File: src/rtl/pmc_div.sv
`timescale 1ns / 1ps
// Iterative restoring divider, STEP quotient bits per cycle.
// Depends on nothing.
module pmc_div #(
    parameter int NW   = 31,
    parameter int DW   = 16,
    parameter int STEP = 1
) (
    input  logic          clk,
    input  logic          rst_n,
    input  logic          start,
    input  logic [NW-1:0] dividend,
    input  logic [DW-1:0] divisor,
    output logic          done,
    output logic [NW-1:0] quotient
);
    localparam int ITERS = (NW + STEP - 1) / STEP;
    localparam int PW    = ITERS * STEP;
    localparam int CW    = $clog2(ITERS + 1);

    logic          busy_reg;
    logic          done_reg;
    logic [CW-1:0] cnt_reg;
    logic [DW-1:0] rem_reg;
    logic [DW-1:0] rem_next;
    logic [PW-1:0] quo_reg;
    logic [PW-1:0] quo_next;
    logic [DW-1:0] div_reg;

    always_comb
    begin
        logic [DW:0] t;
        rem_next = rem_reg;
        quo_next = quo_reg;
        for (int j = 0; j < STEP; j++)
        begin
            t        = {rem_next, quo_next[PW-1]};
            quo_next = {quo_next[PW-2:0], 1'b0};
            if (t >= {1'b0, div_reg})
            begin
                rem_next    = DW'(t - {1'b0, div_reg});
                quo_next[0] = 1'b1;
            end
            else
                rem_next = t[DW-1:0];
        end
    end

    always_ff @(posedge clk or negedge rst_n)
    begin
        if (!rst_n)
        begin
            busy_reg <= 1'b0;
            done_reg <= 1'b0;
            cnt_reg  <= '0;
        end
        else
        begin
            done_reg <= 1'b0;
            if (start)
            begin
                busy_reg <= 1'b1;
                cnt_reg  <= '0;
            end
            else if (busy_reg)
            begin
                cnt_reg <= cnt_reg + 1'b1;
                if (cnt_reg == CW'(ITERS - 1))
                begin
                    busy_reg <= 1'b0;
                    done_reg <= 1'b1;
                end
            end
        end
    end

    always_ff @(posedge clk)
    begin
        if (start)
        begin
            rem_reg <= '0;
            quo_reg <= PW'(dividend);
            div_reg <= divisor;
        end
        else if (busy_reg)
        begin
            rem_reg <= rem_next;
            quo_reg <= quo_next;
        end
    end

    assign done     = done_reg;
    assign quotient = quo_reg[NW-1:0];

endmodule

File: config.mk
export PLATFORM = sky130hd
export DESIGN_NAME = pmc_div
export DESIGN_NICKNAME = d
export VERILOG_FILES = /design/src/rtl/pmc_div.sv
export SDC_FILE = /design/constraint.sdc
export NUM_CORES = 1
export LEC_CHECK = 0
export ABC_AREA = 1
export BUFFER_PORTS_ARGS = -buffer_cell sky130_fd_sc_hd__buf_4
export CAP_MARGIN = 20
export CELL_PAD_IN_SITES_DETAIL_PLACEMENT = 0
export CELL_PAD_IN_SITES_GLOBAL_PLACEMENT = 1
export CORE_MARGIN = 2
export CORE_UTILIZATION = 25
export DETAILED_ROUTE_END_ITERATION = 7
export PLACE_DENSITY = 0.58
export SYNTH_ARGS = -nofsm -noshare
export SYNTH_HDL_FRONTEND = slang
export SYNTH_SLANG_ARGS = --single-unit
File: constraint.sdc
create_clock -name clk -period 1.9 [get_ports clk]
set_input_delay 0.38 -clock clk [delete_from_list [all_inputs] [get_ports clk]]
set_output_delay 0.38 -clock clk [all_outputs]
set_load 0.1 [all_outputs]
==> out/metrics.yaml <==
worst_setup_path:
  crit_required_ns: 2.14
  start_kind: "flip-flop"
  cpMaxStageDelayCell: "edfxtp_1"
  worstPathArrival_ns: 2.07
  slowest_delay_ns: 0.42
  cp_common_cell: "nand2_1"
  crit_fanout: 3
  crit_buf_inv: 1
  crit_chain: "ha_4 > fa_2 > o21bai_1 > buf_4 > nand2_4 > nand3_2 > nand2_1 > nand2_2 > nand2_1 > nand3_1 > nand2_1"
  end_kind: "flip-flop"
  crit_type: "flip-flop to flip-flop"
  cp_top_family: "adder cells"
cts:
  cts.path.max_buffers: 2
  cts-root-buf: "clkbuf_16"
  path_clk_slew_ns: 0.06
  cts.sinks: 70
  htreeDepth: 3
  clk_latency_ns: 0.34
  cts_buffers: 9
  cts_tree: "done"
finish:
  layout-drive-gt1-share_pct: 35.96
  largest_reg_flops: 31
  final_net_count: 698
  area_growth_pct: 45.08
  diodes: 0
  design_area_um2: 5891
routing:
  wire_per_inst_um: 13.18
  drtIter0Drc: 150
  antenna_left: 0
  first_pass_iters: 4
  vias: 3568
  drc_errors: 0
  vias_per_cell: 4.198
  routed_wirelength_mm: 11.21
floorplan:
  die_x_um: 131.4
  dieArea_um2: 17280
  coreArea_um2: 15890
  ios: 82
  row_count: 46
  die_h_um: 131.4
  initial_core_util_pct: 25.56
timing:
  tightest_slew_ns: 0.3999
  rsz0062_at_grt: "yes"
  whs_ns: 0.2155
  timing.final.hold_violations: 0
  tns_ns: 0
  finalClockSkew_ns: 0.007129
  fmaxAchievable_ghz: 0.5447
  min_period_ns: 1.836
  min_period_over_period_pct: 96.63
  slew_viol_final: 0
  max_slew_margin_pct: 73.34
  setup_viol: 0
placement:
  gp_congestion: 0.7819
  placed_cell_area_um2: 5195
  dp_hpwl_mm: 7.867
  portBuffers: 81
synthesis:
  ys_ff_latch: 70
  synth_area_leaders: "edfxtp_1 35%, nand2_1 21%, dfxtp_1 7.9%"
  avgSynthCellArea_um2: 8.056
  synth-edff-count: 47
  yosysMostFrequentCell: "nand2_1"
  synthFlopType: "edfxtp_1"
  syn_inst: 504
  yosysTopAreaCell: "edfxtp_1"
  synthDistinctLibCells: 35
  synth_common_cells: "222 x nand2_1, 60 x inv_1, 47 x edfxtp_1"
  synth_nets: 573
  async_flop_share_pct: 10.00
  syn_area_um2: 4060
  yosys_warnings: 0
  seq_area_frac_synth_pct: 46.96
  yosysTopAreaCellShare_pct: 34.76
job:
  cap_violations: 0
grt:
  grt_pass1_wl_mm: 18.34
  grt_usage_pct: 13.12
  grt_overflow: 0
  grt_max_degree: 37
  antenna_found_initial: 0
  grt_pass1_vias: 3733
pwr:
  power.density_nw_per_um2: 1413
  power_frac_clock_pct: 19.5
  finalPower_w: 0.008321
  p_leak_nw: 2.901
  comb_power_share_pct: 54.4
  ir_drop_v: 0.0005541
  switching_share_pct: 42.28
  seq_power_share_pct: 26.1
  p_sw_w: 0.003518
  internal_power_w: 0.004803
status:
  status: "completed"
hold_path:
  hold_class: "input port to flip-flop"
-- layout by cell type, fill, tap and decap left out, types with 3 or more instances in the layout --
cell | Yosys | final
a21oi_1 | 12 | 9
a21oi_2 | 0 | 3
buf_12 | 1 | 3
buf_4 | 0 | 120
clkbuf_16 | 0 | 10
dfrtp_1 | 7 | 7
dfxtp_1 | 16 | 16
edfxtp_1 | 47 | 47
ha_1 | 18 | 3
ha_4 | 0 | 15
inv_1 | 60 | 50
inv_2 | 4 | 14
nand2_1 | 222 | 204
nand2_2 | 14 | 30
nand2_8 | 1 | 3
nand3_1 | 25 | 19
nand3_2 | 4 | 9
nand3b_1 | 17 | 17
nand4_1 | 5 | 5
nor2_1 | 11 | 9
nor2_2 | 3 | 3
nor3_1 | 5 | 5
o21ai_0 | 3 | 3
xnor2_1 | 5 | 3
-- per-stage QoR --
stage,setup slack (ns),utilization (%),cells
2_1_floorplan,-0.4090,-,504
3_3_place_gp,-0.03791,32.70,825
3_5_place_dp,-0.01884,32.70,825
4_1_cts,-0.008108,34.81,842
5_1_grt,-0.04631,37.08,850
6_report,0.06399,37.08,850
-- worst reg2reg max path, cell delays in order, from the launching register on --
cell and delay [ns]:
edfxtp_1 0.42, ha_4 0.19, fa_2 0.42, o21bai_1 0.15, buf_4 0.15, nand2_4 0.05
nand3_2 0.06, nand2_1 0.06, nand2_2 0.07, nand2_1 0.05, nand3_1 0.07, nand2_1 0.05
-- kinds of logic after synthesis --
logic type,synth area share [%]
fa+ha+maj,6.040
compound gates,2.959
simple gates,34.55
buf+inv,8.197
flops,46.96
xor+xnor,1.294
-- power by group through the flow --
stage | sequential [W] | combinational, W | clock [W]
5_1_grt | 0.00220 | 0.00500 | 0.00172
4_1_cts | 0.00211 | 0.00404 | 0.00168
3_3_place_gp | 0.00212 | 0.00397 | 0
6_report | 0.00217 | 0.00453 | 0.00162
3_5_place_dp | 0.00212 | 0.00395 | 0
2_1_floorplan | 0.00258 | 0.00228 | 0
-- layout make-up --
type	instances	area [um2]
fill	1665	9995
multi-input combinational	357	2182
sequential	70	1907
timing repair buffer	126	1007
tap	216	270.3
clock buffer	13	260.3
inverter	65	244.0
clock inverter	3	20.02
-- worst paths after layout --
path                                   from     endpoint  slack [ns]  depth (start not counted)
worst max-delay path             div_reg[0]  rem_reg[12]        0.06                         11
worst min-delay path            divisor[15]  div_reg[15]        0.22                          1
worst max register to register   div_reg[0]  rem_reg[12]        0.06                         11
worst min register to register   cnt_reg[4]   cnt_reg[4]        0.47                          1
max in group asynchronous             rst_n   cnt_reg[0]        1.37                          2
min in group asynchronous             rst_n   cnt_reg[2]        0.40                          2
-- per-layer routing --
| layer | track usage [%] | vias to the layer above | wire, um |
|---|---|---|---|
| met1 | 16.51 | 1620 | 5223 |
| met2 | 20.91 | 86 | 4996 |
| met3 | 4.244 | 16 | 770 |
| met5 | 0 | - | 0 |
| li1 | - | 1846 | - |
| met4 | 5.072 | 0 | 215 |
-- repair_timing --
action,CTS,global route
cloned,0,2
resized for setup,6,56
hold buffers,1,0
buffers inserted,0,6
pin swaps,1,16
endpoints found under the setup margin,6,17
hold endpoints to repair,7,0
No activity file was read; power rests on OpenSTA's default activity.
