<file path="config.mk">
export PLATFORM = sky130hd
export DESIGN_NAME = pmc_table
export DESIGN_NICKNAME = d
export VERILOG_FILES = /design/src/rtl/pmc_pkg.sv /design/src/rtl/pmc_table.sv
export SDC_FILE = /design/constraint.sdc
export NUM_CORES = 1
export LEC_CHECK = 0
export CAP_MARGIN = 5
export CORE_ASPECT_RATIO = 0.8
export CORE_MARGIN = 3
export CORE_UTILIZATION = 50
export DETAILED_ROUTE_END_ITERATION = 12
export DONT_BUFFER_PORTS = 1
export SLEW_MARGIN = 10
export SYNTH_ARGS = -nofsm -noshare
export SYNTH_HDL_FRONTEND = slang
export SYNTH_SLANG_ARGS = --single-unit
</file>
<file path="constraint.sdc">
create_clock -name clk -period 2 [get_ports clk]
set_input_delay 0.1 -clock clk [delete_from_list [all_inputs] [get_ports clk]]
set_output_delay 0.1 -clock clk [all_outputs]
set_load 0.05 [all_outputs]
</file>
<file path="src/rtl/pmc_pkg.sv">
`timescale 1ns / 1ps
// Shared types, constants and constant functions of the prototype match classifier.
// No dependencies.
package pmc_pkg;

    localparam int MAX_ENTRIES_DEF = 16;

    localparam int IN_DATA_W  = 96;
    localparam int OUT_DATA_W = 48;
    localparam int D_W        = 28;   // Q.16 distance, unsaturated
    localparam int SCORE_W    = 56;   // exp(Q0.40) * prior(Q2.14)
    localparam int Q40_W      = 41;

    localparam logic OP_LOAD  = 1'b0;
    localparam logic OP_QUERY = 1'b1;

    localparam logic [14:0] W_SPEED     = 15'd29491;
    localparam logic [14:0] W_RCS       = 15'd22938;
    localparam logic [13:0] W_JAM       = 14'd13107;
    localparam logic [15:0] MIN_SSPREAD = 16'd16;
    localparam logic [15:0] MIN_RSPREAD = 16'd26;
    localparam logic [15:0] MIN_PRIOR   = 16'd164;
    localparam logic [14:0] SUM_EPS     = 15'd18014;

    typedef struct packed {
        logic [7:0]  class_id;
        logic [15:0] speed;
        logic [15:0] rcs;
        logic        jamming;
        logic [15:0] speed_spread;
        logic [15:0] rcs_spread;
        logic [15:0] prior;
    } entry_t;

    // exp(-1) in Q0.40 from the same 16-term series used at run time
    function automatic logic [40:0] exp_one();
        logic [40:0] term;
        logic [41:0] pos;
        logic [41:0] neg;
        term = {1'b1, 40'd0};
        pos  = {1'b0, term};
        neg  = '0;
        for (int n = 1; n <= 16; n++)
        begin
            term = term / 41'(n);
            if ((n & 1) == 1)
                neg = neg + 42'(term);
            else
                pos = pos + 42'(term);
        end
        return 41'(pos - neg);
    endfunction

    localparam logic [40:0] E1_Q40 = exp_one();

    // Power-up contents of a slot
    function automatic entry_t default_entry(input logic [7:0] idx);
        entry_t e;
        e = '0;
        unique case (idx)
            8'd0: e = '{class_id: 8'd1, speed: 16'd12480, rcs: 16'd717, jamming: 1'b1,
                        speed_spread: 16'd2880, rcs_spread: 16'd282, prior: 16'd16384};
            8'd1: e = '{class_id: 8'd2, speed: 16'd2880, rcs: 16'd282, jamming: 1'b0,
                        speed_spread: 16'd2240, rcs_spread: 16'd230, prior: 16'd16384};
            8'd2: e = '{class_id: 8'd3, speed: 16'd640, rcs: 16'd102, jamming: 1'b0,
                        speed_spread: 16'd1920, rcs_spread: 16'd205, prior: 16'd13107};
            default: e = '0;
        endcase
        return e;
    endfunction

endpackage

</file>
<file path="src/rtl/pmc_table.sv">
`timescale 1ns / 1ps
// Prototype table: one synchronous RAM with a registered read port.
// Slots never written read back as their power-up contents. Uses pmc_pkg.
module pmc_table #(
    parameter int DEPTH = pmc_pkg::MAX_ENTRIES_DEF,
    parameter int IDX_W = 4
) (
    input  logic                clk,
    input  logic                rst_n,
    input  logic                we,
    input  logic [IDX_W-1:0]    waddr,
    input  pmc_pkg::entry_t     wdata,
    input  logic                re,
    input  logic [IDX_W-1:0]    raddr,
    output pmc_pkg::entry_t     rdata
);
    pmc_pkg::entry_t mem [DEPTH];
    pmc_pkg::entry_t rd_reg;
    logic [DEPTH-1:0] valid_reg;
    logic             rd_valid_reg;
    logic [IDX_W-1:0] rd_idx_reg;

    always_ff @(posedge clk)
    begin
        if (we)
            mem[waddr] <= wdata;
        if (re)
        begin
            rd_reg     <= mem[raddr];
            rd_idx_reg <= raddr;
        end
    end

    always_ff @(posedge clk or negedge rst_n)
    begin
        if (!rst_n)
        begin
            valid_reg    <= '0;
            rd_valid_reg <= 1'b0;
        end
        else
        begin
            if (we)
                valid_reg[waddr] <= 1'b1;
            if (re)
                rd_valid_reg <= valid_reg[raddr];
        end
    end

    assign rdata = rd_valid_reg ? rd_reg : pmc_pkg::default_entry(8'(rd_idx_reg));

endmodule

</file>
==> summary.md <==
| Metric | Value |
|---|---|
| Core Rows | 110 |
| Hold Vio Cnt, Final | 186 |
| Worst-Skew Late Latency | 0.76 ns |
| Layout Utilization | 0.602 |
| Most used routing layer | met2 |
| Largest family of logic cells by synthesized area | multiplexers |
| Drt drc | 0 |
| Worst-path clk slew | 0.06 ns |
| Final Critical Period | 2.41 ns |
| Initial antenna violation count | 15 |
| Reg2Reg Capture Point | rd_reg[50] |
| Synth area leaders | edfxtp_1, mux4_2, dfrtp_1, and2_1, clkbuf_1 |
| PwrDens | 1030 nW/µm² |
| Post-Syn Area | 57600 µm² |
| Setup total negative slack | -22.99 ns |
| Final WL | 135000 µm |
| Fmax | 0.415 GHz |
| HPWL after DPL | 67300 µm |
| Layout net count | 2706 |
| Least-Margin Pin Slew | 1.03 ns |
| Sequential area share after synthesis | 0.798 |
| Syn Inst Count | 2257 |
| Leading cell types in the layout, fill and taps excluded | edfxtp_1, mux4_2, clkbuf_16 |
| Total Power | 70.1 mW |
| Slowest stage delay, CP | 0.53 ns |
| Slew HR | 0.310 |
| WS Path Type | reg2out |
| Crit path arrival time | 2.31 ns |
| Setup violators final | 89 |
| Family with the most delay on the worst path | simple AND/OR/NAND/NOR gates |
| DR iter-0 viols | 3049 |
| Worst hold path type | in2reg |
| Reg area | 46000 µm² |
| DRT Pass-1 Iters | 5 |
| Multi-input gate area | 11500 µm² |
| Core area | 113000 µm² |
| PnR worst setup slack | -0.408 ns |
| Clk buf depth | 3 |
| Largest area contributor in the netlist | edfxtp_1 |
| Post-synthesis xor/xnor area fraction | 0 |
| Area Growth Syn to Fin | 18.4% |
| Total grt overflow | 0 |
| GP Congestion | 0.727 |
| Filler instances | 7781 |
| Worst Path Required | 1.90 ns |
| Clk sinks | 1534 |
| Post-synth top area share | 0.791 |
| CTS tree | yes |
| Leading cell type in the layout, fill and taps excluded | edfxtp_1 |
| Nature of the critical path endpoint | output pin |
| Chip Width | 386 µm |
| Buffers and inverters on the worst path | 2 |
| Yosys Warn Count | 0 |
| Hold Path Origin | re |
| Hold buffers post-CTS | 98 |
| Via count | 25740 |
| Compound-gate portion of the synthesized area | 0.00274 |
| Met3 usage | 0.0477 |
| Levels on crit path | 6 |
| Worst r2r src | mem[3][50] |
| Die area | 119000 µm² |
| Mux cell area share after synthesis | 0.176 |
| Violations in the final reports | hold timing, setup timing |
| Initial Util | 0.508 |
| First-pass GRT wire length | 195000 µm |
| Ratio of cells with drive above 1 in the final layout | 0.355 |
| Cell Chain, Critical Path | nor4_4 > nand2_2 > and2_4 > buf_12 > nand2_4 > buf_8 |
| Number of I/O port buffers | 0 |
| Worst Path Max Fanout | 5 |
| Tcrit/Tclk final | 1.20 |
| Crit-path slowest cell | dfrtp_4 |
| #FFs+latches synth | 1534 |
| Hold Slack | -0.513 ns |
| H-tree Lvls | 4 |
| Lkg Pwr | 21.7 nW |
| I/O Pins | 190 |
| Total GRT Usage | 0.232 |
| Status | finished with violations |
| Grt met2 use | 0.363 |
| Max FFs per register | 1424 |
| Worst reg-to-reg path cell count | 2 |
| Vias per inst | 6.09 |
| Synth unique cells | 23 |
| Largest net degree at the start of global routing | 362 |
| Adder-Cell Fraction of Synth Area | 0 |
| Maximum VDD drop | 0.708 mV |
| CP Launch Type | flop |
| Syn avg cell area | 25.5 µm² |
| Die H | 310 µm |
| Cts bufs inserted | 148 |
| Drt wl/cell | 31.8 µm |
| Max Cap Viol | 0 |
| Final Max Tran Viols | 0 |
| Min-Delay Path Depth | 0 |
| Clock skew | 0.0218 ns |
| Final ANT Viol Nets | 0 |
| R2r setup slk | 0.36 ns |
| Met1 Use GR | 0.340 |
| Clock root buffer | clkbuf_16 |
| WHS Endpoint | rd_reg[83] |
| Syn nets | 2358 |
| Vias in the first global route | 27061 |
| Simple-gate share of the synthesized area | 0.0125 |
| RSZ-0062 raised after global routing | true |
==> worst register-to-register path, cell delays in order, from the launching register on <==
cell	delay [ns]
edfxtp_1	0.38
mux4_2	0.48
mux4_2	0.51
==> cells in the mapped netlist <==
cell type	n
nor3_1	4
buf_1	9
mux4_2	449
clkbuf_1	61
or3b_2	1
nor4_4	1
nor2_1	12
edfxtp_1	1517
nand2b_1	2
or2_2	16
nand3b_1	2
nor4_2	1
mux2_2	1
buf_4	21
a21o_1	21
dfrtp_1	17
buf_6	13
nand3_1	1
buf_2	9
and2_1	46
mux2i_1	3
nor2b_1	1
nand2_1	49
==> power by group <==
group | internal (mW) | total [mW] | switching, mW
Sequential | 36.3 | 36.5 | 0.287
Combinational | 3.59 | 7.39 | 3.81
Clock | 14.8 | 26.1 | 11.4
==> logic make-up (layout without fill, tap and decap cells) <==
family,count (synthesis),count (layout)
mux,453,453
other cells,0,6
flops,1534,1534
buf+inv,113,568
simple gates,136,136
compound gates,21,21
==> worst max-delay path by stage <==
stage	from	endpoint	slack [ns]
2_1_floorplan	waddr[3]	mem[0][0]	-1.17
3_3_place_gp	raddr[0]	rd_reg[66]	0.19
3_5_place_dp	rd_valid_reg	rdata[77]	0.17
4_1_cts	rd_idx_reg[2]	rdata[56]	-0.45
5_1_grt	rd_idx_reg[2]	rdata[23]	-0.50
6_report	rd_valid_reg	rdata[23]	-0.41
==> repair_timing <==
action / 4_1_cts / 5_1_grt
pin swaps: 6 / 6
gates resized for setup: 169 / 36
endpoints found under the setup margin: 89 / 98
endpoints found under the hold margin: 2256 / 187
buffers inserted: 13 / 11
gates cloned: 9 / 0
==> metal layers <==
layer	part of all wire	routed length, µm
met5	0.00040	54
met4	0.018	2440
met3	0.075	10000
met2	0.49	65600
met1	0.42	56400
==> cell type report <==
type / count / share of cell area
clock inverter: 68 / 0.00753
multi-input combinational: 610 / 0.169
clock buffer: 189 / 0.0578
tap: 1512 / 0.0277
antenna: 6 / 0.000220
timing repair buffer: 311 / 0.0643
sequential: 1534 / 0.674
==> stage by stage <==
step                worst slack (ns)  std cells  instance area (µm²)
finish                        -0.408       4230                68200
global route                  -0.500       4225                68200
CTS                           -0.446       4222                68200
detailed placement             0.168       3846                61800
global placement               0.192       3846                61800
floorplan                      -1.17       2257                57800
Note: power is estimated with default switching activity, not from simulation.
