## src/rtl/pmc_pkg.sv

```systemverilog
`timescale 1ns / 1ps
// Shared types, constants and constant functions of the prototype match classifier.
// No dependencies.
package pmc_pkg;

    localparam int MAX_ENTRIES_DEF = 16;

    localparam int IN_DATA_W  = 96;
    localparam int OUT_DATA_W = 48;
    localparam int D_W        = 28;   // Q.16 distance, unsaturated
    localparam int SCORE_W    = 56;   // exp(Q0.40) * prior(Q2.14)
    localparam int Q40_W      = 41;

    localparam logic OP_LOAD  = 1'b0;
    localparam logic OP_QUERY = 1'b1;

    localparam logic [14:0] W_SPEED     = 15'd29491;
    localparam logic [14:0] W_RCS       = 15'd22938;
    localparam logic [13:0] W_JAM       = 14'd13107;
    localparam logic [15:0] MIN_SSPREAD = 16'd16;
    localparam logic [15:0] MIN_RSPREAD = 16'd26;
    localparam logic [15:0] MIN_PRIOR   = 16'd164;
    localparam logic [14:0] SUM_EPS     = 15'd18014;

    typedef struct packed {
        logic [7:0]  class_id;
        logic [15:0] speed;
        logic [15:0] rcs;
        logic        jamming;
        logic [15:0] speed_spread;
        logic [15:0] rcs_spread;
        logic [15:0] prior;
    } entry_t;

    // exp(-1) in Q0.40 from the same 16-term series used at run time
    function automatic logic [40:0] exp_one();
        logic [40:0] term;
        logic [41:0] pos;
        logic [41:0] neg;
        term = {1'b1, 40'd0};
        pos  = {1'b0, term};
        neg  = '0;
        for (int n = 1; n <= 16; n++)
        begin
            term = term / 41'(n);
            if ((n & 1) == 1)
                neg = neg + 42'(term);
            else
                pos = pos + 42'(term);
        end
        return 41'(pos - neg);
    endfunction

    localparam logic [40:0] E1_Q40 = exp_one();

    // Power-up contents of a slot
    function automatic entry_t default_entry(input logic [7:0] idx);
        entry_t e;
        e = '0;
        unique case (idx)
            8'd0: e = '{class_id: 8'd1, speed: 16'd12480, rcs: 16'd717, jamming: 1'b1,
                        speed_spread: 16'd2880, rcs_spread: 16'd282, prior: 16'd16384};
            8'd1: e = '{class_id: 8'd2, speed: 16'd2880, rcs: 16'd282, jamming: 1'b0,
                        speed_spread: 16'd2240, rcs_spread: 16'd230, prior: 16'd16384};
            8'd2: e = '{class_id: 8'd3, speed: 16'd640, rcs: 16'd102, jamming: 1'b0,
                        speed_spread: 16'd1920, rcs_spread: 16'd205, prior: 16'd13107};
            default: e = '0;
        endcase
        return e;
    endfunction

endpackage

```

## src/rtl/pmc_div.sv

```systemverilog
`timescale 1ns / 1ps
// Iterative restoring divider, STEP quotient bits per cycle.
// Depends on nothing.
module pmc_div #(
    parameter int NW   = 31,
    parameter int DW   = 16,
    parameter int STEP = 1
) (
    input  logic          clk,
    input  logic          rst_n,
    input  logic          start,
    input  logic [NW-1:0] dividend,
    input  logic [DW-1:0] divisor,
    output logic          done,
    output logic [NW-1:0] quotient
);
    localparam int ITERS = (NW + STEP - 1) / STEP;
    localparam int PW    = ITERS * STEP;
    localparam int CW    = $clog2(ITERS + 1);

    logic          busy_reg;
    logic          done_reg;
    logic [CW-1:0] cnt_reg;
    logic [DW-1:0] rem_reg;
    logic [DW-1:0] rem_next;
    logic [PW-1:0] quo_reg;
    logic [PW-1:0] quo_next;
    logic [DW-1:0] div_reg;

    always_comb
    begin
        logic [DW:0] t;
        rem_next = rem_reg;
        quo_next = quo_reg;
        for (int j = 0; j < STEP; j++)
        begin
            t        = {rem_next, quo_next[PW-1]};
            quo_next = {quo_next[PW-2:0], 1'b0};
            if (t >= {1'b0, div_reg})
            begin
                rem_next    = DW'(t - {1'b0, div_reg});
                quo_next[0] = 1'b1;
            end
            else
                rem_next = t[DW-1:0];
        end
    end

    always_ff @(posedge clk or negedge rst_n)
    begin
        if (!rst_n)
        begin
            busy_reg <= 1'b0;
            done_reg <= 1'b0;
            cnt_reg  <= '0;
        end
        else
        begin
            done_reg <= 1'b0;
            if (start)
            begin
                busy_reg <= 1'b1;
                cnt_reg  <= '0;
            end
            else if (busy_reg)
            begin
                cnt_reg <= cnt_reg + 1'b1;
                if (cnt_reg == CW'(ITERS - 1))
                begin
                    busy_reg <= 1'b0;
                    done_reg <= 1'b1;
                end
            end
        end
    end

    always_ff @(posedge clk)
    begin
        if (start)
        begin
            rem_reg <= '0;
            quo_reg <= PW'(dividend);
            div_reg <= divisor;
        end
        else if (busy_reg)
        begin
            rem_reg <= rem_next;
            quo_reg <= quo_next;
        end
    end

    assign done     = done_reg;
    assign quotient = quo_reg[NW-1:0];

endmodule

```

## src/rtl/pmc_exp.sv

```systemverilog
`timescale 1ns / 1ps
// Score unit: exp(-d) in Q0.40 by series and repeated exp(-1) products, times prior.
// One shared 21x20 multiplier plus a small divider. Uses pmc_pkg and pmc_div.
module pmc_exp (
    input  logic                         clk,
    input  logic                         rst_n,
    input  logic                         start,
    input  logic [pmc_pkg::D_W-1:0]      d,
    input  logic [15:0]                  prior,
    output logic                         done,
    output logic [pmc_pkg::SCORE_W-1:0]  score
);
    localparam int K_W = pmc_pkg::D_W - 16;

    localparam logic [3:0] E_IDLE = 4'd0;
    localparam logic [3:0] E_M1   = 4'd1;
    localparam logic [3:0] E_M2   = 4'd2;
    localparam logic [3:0] E_DIV  = 4'd3;
    localparam logic [3:0] E_FIN  = 4'd4;
    localparam logic [3:0] E_INT  = 4'd5;
    localparam logic [3:0] E_P0   = 4'd6;
    localparam logic [3:0] E_P1   = 4'd7;
    localparam logic [3:0] E_P2   = 4'd8;
    localparam logic [3:0] E_P3   = 4'd9;
    localparam logic [3:0] E_S0   = 4'd10;
    localparam logic [3:0] E_S1   = 4'd11;

    logic [3:0]  state_reg;
    logic [3:0]  state_next;
    logic        done_reg;
    logic        done_next;

    logic [15:0] f_reg;
    logic [K_W-1:0] k_reg;
    logic [4:0]  n_reg;
    logic [40:0] term_reg;
    logic [41:0] pos_reg;
    logic [41:0] neg_reg;
    logic [40:0] v_reg;
    logic [61:0] acc_reg;
    logic [15:0] prior_reg;
    logic [pmc_pkg::SCORE_W-1:0] score_reg;

    logic [20:0] mul_a;
    logic [19:0] mul_b;
    logic [40:0] mul_p;
    logic [40:0] series_x;
    logic        div_done;
    logic [40:0] div_q;
    logic        series_end;

    always_comb
    begin
        mul_a = '0;
        mul_b = '0;
        unique case (state_reg)
            E_M1:
            begin
                mul_a = term_reg[40:20];
                mul_b = {4'd0, f_reg};
            end
            E_M2:
            begin
                mul_a = {1'b0, term_reg[19:0]};
                mul_b = {4'd0, f_reg};
            end
            E_P0:
            begin
                mul_a = v_reg[40:20];
                mul_b = {1'b0, pmc_pkg::E1_Q40[38:20]};
            end
            E_P1:
            begin
                mul_a = v_reg[40:20];
                mul_b = pmc_pkg::E1_Q40[19:0];
            end
            E_P2:
            begin
                mul_a = {1'b0, v_reg[19:0]};
                mul_b = {1'b0, pmc_pkg::E1_Q40[38:20]};
            end
            E_P3:
            begin
                mul_a = {1'b0, v_reg[19:0]};
                mul_b = pmc_pkg::E1_Q40[19:0];
            end
            E_S0:
            begin
                mul_a = v_reg[40:20];
                mul_b = {4'd0, prior_reg};
            end
            E_S1:
            begin
                mul_a = {1'b0, v_reg[19:0]};
                mul_b = {4'd0, prior_reg};
            end
            default:
            begin
                mul_a = '0;
                mul_b = '0;
            end
        endcase
    end

    assign mul_p    = mul_a * mul_b;
    // floor(term * f / 65536); the divide by n follows in the divider
    assign series_x = 41'((acc_reg + 62'(mul_p)) >> 16);

    pmc_div #(
        .NW   (41),
        .DW   (5),
        .STEP (8)
    ) u_div_n (
        .clk      (clk),
        .rst_n    (rst_n),
        .start    (state_reg == E_M2),
        .dividend (series_x),
        .divisor  (n_reg),
        .done     (div_done),
        .quotient (div_q)
    );

    assign series_end = (n_reg == 5'd16) || (div_q == '0);

    always_comb
    begin
        state_next = state_reg;
        done_next  = 1'b0;
        unique case (state_reg)
            E_IDLE: if (start) state_next = E_M1;
            E_M1:   state_next = E_M2;
            E_M2:   state_next = E_DIV;
            E_DIV:  if (div_done) state_next = series_end ? E_FIN : E_M1;
            E_FIN:  state_next = E_INT;
            E_INT:  state_next = (k_reg == '0 || v_reg == '0) ? E_S0 : E_P0;
            E_P0:   state_next = E_P1;
            E_P1:   state_next = E_P2;
            E_P2:   state_next = E_P3;
            E_P3:   state_next = E_INT;
            E_S0:   state_next = E_S1;
            E_S1:
            begin
                state_next = E_IDLE;
                done_next  = 1'b1;
            end
            default: state_next = E_IDLE;
        endcase
    end

    always_ff @(posedge clk or negedge rst_n)
    begin
        if (!rst_n)
        begin
            state_reg <= E_IDLE;
            done_reg  <= 1'b0;
        end
        else
        begin
            state_reg <= state_next;
            done_reg  <= done_next;
        end
    end

    always_ff @(posedge clk)
    begin
        unique case (state_reg)
            E_IDLE:
            begin
                if (start)
                begin
                    f_reg     <= d[15:0];
                    k_reg     <= d[pmc_pkg::D_W-1:16];
                    n_reg     <= 5'd1;
                    term_reg  <= {1'b1, 40'd0};
                    pos_reg   <= {2'b01, 40'd0};
                    neg_reg   <= '0;
                    prior_reg <= prior;
                end
            end
            E_M1: acc_reg <= 62'(mul_p) << 20;
            E_DIV:
            begin
                if (div_done)
                begin
                    term_reg <= div_q;
                    if (n_reg[0])
                        neg_reg <= neg_reg + 42'(div_q);
                    else
                        pos_reg <= pos_reg + 42'(div_q);
                    n_reg <= n_reg + 1'b1;
                end
            end
            E_FIN: v_reg <= (pos_reg > neg_reg) ? 41'(pos_reg - neg_reg) : '0;
            E_P0:  acc_reg <= 62'(mul_p) << 20;
            E_P1:  acc_reg <= acc_reg + 62'(mul_p);
            E_P2:  acc_reg <= acc_reg + 62'(mul_p);
            E_P3:
            begin
                v_reg <= 41'((acc_reg + 62'(mul_p >> 20)) >> 20);
                k_reg <= k_reg - 1'b1;
            end
            E_S0:  acc_reg <= 62'(mul_p) << 20;
            E_S1:  score_reg <= pmc_pkg::SCORE_W'(acc_reg + 62'(mul_p));
            default: ;
        endcase
    end

    assign done  = done_reg;
    assign score = score_reg;

endmodule

```

## config.mk

```make
export PLATFORM = sky130hd
export DESIGN_NAME = pmc_exp
export DESIGN_NICKNAME = d
export VERILOG_FILES = /design/src/rtl/pmc_pkg.sv /design/src/rtl/pmc_div.sv /design/src/rtl/pmc_exp.sv
export SDC_FILE = /design/constraint.sdc
export NUM_CORES = 2
export LEC_CHECK = 0
export ABC_AREA = 1
export BUFFER_PORTS_ARGS = -buffer_cell sky130_fd_sc_hd__buf_2
export CAP_MARGIN = 25
export CELL_PAD_IN_SITES_DETAIL_PLACEMENT = 0
export CELL_PAD_IN_SITES_GLOBAL_PLACEMENT = 1
export CORE_UTILIZATION = 35
export DETAILED_ROUTE_END_ITERATION = 8
export PLACE_DENSITY_LB_ADDON = 0.1
export SLEW_MARGIN = 20
export SYNTH_ARGS = -nofsm -noshare
export SYNTH_HDL_FRONTEND = slang
export SYNTH_SLANG_ARGS = --single-unit
```

## constraint.sdc

```tcl
create_clock -name clk -period 14.84 [get_ports clk]
set_clock_uncertainty 0.15 [all_clocks]
set_input_delay 0.742 -clock clk [delete_from_list [all_inputs] [get_ports clk]]
set_output_delay 0.742 -clock clk [all_outputs]
set_load 0.02 [all_outputs]
```

==> flow_metrics.env <==
export IMPL_slew_viol_final=0
export IMPL_worstPathRequired_ns=15.09
export IMPL_wl_um=159700
export IMPL_core_area_sq_mm=0.1200
export IMPL_synth_top_family_by_area="adder cells"
export IMPL_critPathCaptureType="register"
export IMPL_clk_latency_ns=0.68
export IMPL_ys_ff_latch=400
export IMPL_startpoint_type="register"
export IMPL_firstDrtPassIters=6
export IMPL_dp_hpwl_um=130200
export IMPL_vias_per_cell=5.143
export IMPL_rsz0062_at_grt="false"
export IMPL_clk_pin_slew_ns=0.06
export IMPL_cp_depth=46
export IMPL_yosys_area_share_simple_pct=18.61
export IMPL_slowest_stage="xor2_1"
export IMPL_syn_nets=6072
export IMPL_avgSynthCellArea_sq_um=8.002
export IMPL_post_route_min_period_ns=12.71
export IMPL_cts_max_path_buffers=3
export IMPL_drv_cap=0
export IMPL_cts_buffers_inserted=52
export IMPL_drive_above_1_share_pct=5.916
export IMPL_outcome="finished, final reports clean"
export IMPL_rows=127
export IMPL_max_slew_margin_pct=23.38
export IMPL_grt_use_total_pct=26.31
export IMPL_port_buffers=103
export IMPL_fill_cells=12650
export IMPL_fmax_mhz=78.69
export IMPL_io_pins=104
export IMPL_cp_arrival_ns=12.96
export IMPL_final_nets=6193
export IMPL_cpPeakStageDelay_ns=0.69
export IMPL_worstHoldStart="prior[3]"
export IMPL_route_detailed_drc=0
export IMPL_synth_fa_ha_area_share_pct=27.35
export IMPL_register_area_sq_mm=0.01184
export IMPL_grt_busiest_layer="met2"
export IMPL_largest_reg_flops=61
export IMPL_async_reset_ff_share_pct=2.500
export IMPL_die_area_sq_mm=0.1225
export IMPL_place_congestion=0.9615
export IMPL_reg2reg_slack_ns=2.13
export IMPL_tns_ns=0
export IMPL_post_cts_resized=0
export IMPL_start_util_pct=35.32
export IMPL_ant_nets=0
export IMPL_wl_per_cell_um=22.57
export IMPL_path_max_fanout=20
export IMPL_die_y_um=350.0
export IMPL_whs_endpoint="prior_reg[3]$_DFFE_PP_"
export IMPL_hold_violations=0
export IMPL_yosysSeqAreaShare_pct=27.94
export IMPL_grt_use_met2_pct=45.88
export IMPL_synthFlopType="edfxtp_1"
export IMPL_syn2layout_area_growth_pct=10.85
export IMPL_synth_compound_area_share_pct=12.72
export IMPL_antenna_found_initial=1
export IMPL_crit_start="state_reg[1]$_DFFE_PN0P_"
export IMPL_synth_xor_area_share_pct=3.286
export IMPL_clkSinkCount=400
export IMPL_drt_initial_drc_count=2501
export IMPL_holdCritPathClass="input pin to register"
export IMPL_met1_usage_pct=34.12
export IMPL_cts_tree="done"
export IMPL_grt_pass1_vias=37220
export IMPL_synthDistinctLibCells=59
export IMPL_setup_viol=0
export IMPL_via_count=36390
export IMPL_synthMuxAreaShare_pct=0
export IMPL_clockRootBuffer="clkbuf_16"
export IMPL_htree_levels=2
export IMPL_whs_path_depth=1
export IMPL_syn_area_sq_mm=0.04238
export IMPL_finalCritPeriodShare_pct=85.63
export IMPL_synth_edff_count=378
export IMPL_gr_usage_met3_pct=2.690
export IMPL_r2r_cells=46
export IMPL_yosys_warnings=0
export IMPL_netlist_instances=5296
export IMPL_die_x_um=350.0
export IMPL_r2r_end="u_div_n.quo_reg[40]$_DFFE_PP_"
export IMPL_tightest_slew_ns=1.141
export IMPL_grt_max_degree=83
export IMPL_critPathBufInv=10
export IMPL_grt_ovfl_total=0
export IMPL_worstSetupPathType="register to register"
export IMPL_multi_input_area_sq_mm=0.02637
export IMPL_r2r_start="state_reg[1]$_DFFE_PN0P_"
export IMPL_cp_top_family="adder cells"
export IMPL_path_common_cell="inv_1"
export IMPL_grt_pass1_wl_um=239600
[through the flow]
| stage | std cells | cell area (sq um) | hold WS [ns] | utilization [%] | setup slack (ns) |
|---|---|---|---|---|---|
| final | 7075 | 46980 | 0.1311 | 39.16 | 2.132 |
| after global routing | 7072 | 46970 | 0.09966 | 39.15 | 0.9112 |
| after CTS | 7071 | 46960 | 0.09122 | 39.15 | 2.028 |
| after detailed placement | 6973 | 45160 | 0.3232 | 37.64 | 2.099 |
| after global placement | 6964 | 45050 | 0.2879 | 37.55 | 1.382 |
| after floorplan | 5296 | 42380 | 0.2764 | - | 3.797 |
[repair_timing]
| item | in CTS | in global routing |
|---|---|---|
| hold buffers | 1 | 0 |
| buffers inserted | 0 | 0 |
| hold endpoints to repair | 10 | 0 |
[worst max-delay path by stage]
stage	to	slack, ns
floorplan	u_div_n.quo_reg[0]$_DFFE_PP_	3.80
global placement	u_div_n.quo_reg[40]$_DFFE_PP_	1.38
detailed placement	u_div_n.quo_reg[40]$_DFFE_PP_	2.10
CTS	u_div_n.quo_reg[0]$_DFFE_PP_	2.03
global route	u_div_n.quo_reg[0]$_DFFE_PP_	0.91
finish	u_div_n.quo_reg[40]$_DFFE_PP_	2.13
[layer usage]
metal / wire [um] / up-vias
li1: - / 17460
met1: 70410 / 17940
met2: 78120 / 811
met3: 6107 / 186
met4: 5040 / 0
met5: 0 / -
[cell usage in the layout, fill, tap and decap left out, drive strengths merged, types with 12 or more instances in the layout]
master and count:
a21oi 395, nor3 54, o21a 51, nor4 36, a22o 21, nand4 29, fa 329, ha 400
xnor2 68, inv 1032, o21ai 331, a31oi 40, dfxtp 12, clkinv 17, clkbuf 71, o21bai 20
nand2 1136, xor2 91, buf 174, nor2 453, a21o 17, nand3 167, edfxtp 378
[cell type report]
cell class	instances	area share (%)
clock inverter	27	0.6792
antenna	3	0.01598
tap	1612	4.294
multi-input combinational	3757	56.14
timing repair buffer	176	2.304
inverter	1030	8.230
sequential	400	25.21
clock buffer	70	3.135
[synthesized netlist by cell type (all sizes together), types with 51 or more instances]
master / count / area share [%]
edfxtp: 378 / 27
ha: 400 / 12
o21a: 51 / 0.90
nand2: 1136 / 10
xnor2: 68 / 1.4
clkbuf: 104 / 0.92
o21ai: 331 / 3.9
nor3: 54 / 0.64
a21oi: 395 / 4.7
inv: 1026 / 9.1
nor2: 453 / 4.1
nand3: 167 / 2.2
xor2: 91 / 1.9
fa: 329 / 16
[worst reg2reg max path: cells and delay by family, from the launching register on]
family | cells | cell delay [ns]
adders and majority gates | 9 | 4.41
and+or+nand+nor | 13 | 2.57
AOI/OAI and AO/OA | 12 | 2.38
buffers and inverters | 10 | 1.65
xor gates and xnor gates | 2 | 0.90
DFF | 1 | 0.39
[cell families (layout without fill, tap and decap cells)]
group / count (synthesis) / in the layout
simple gates: 1913 / 1913
other cells: 0 / 3
fa+ha+maj: 729 / 729
flops: 400 / 400
buf+inv: 1139 / 1303
xor+xnor: 159 / 159
compound gates: 956 / 956
Power is not shown: default switching activity piles up to over one toggle a cycle in this logic, so the estimate is an artifact.
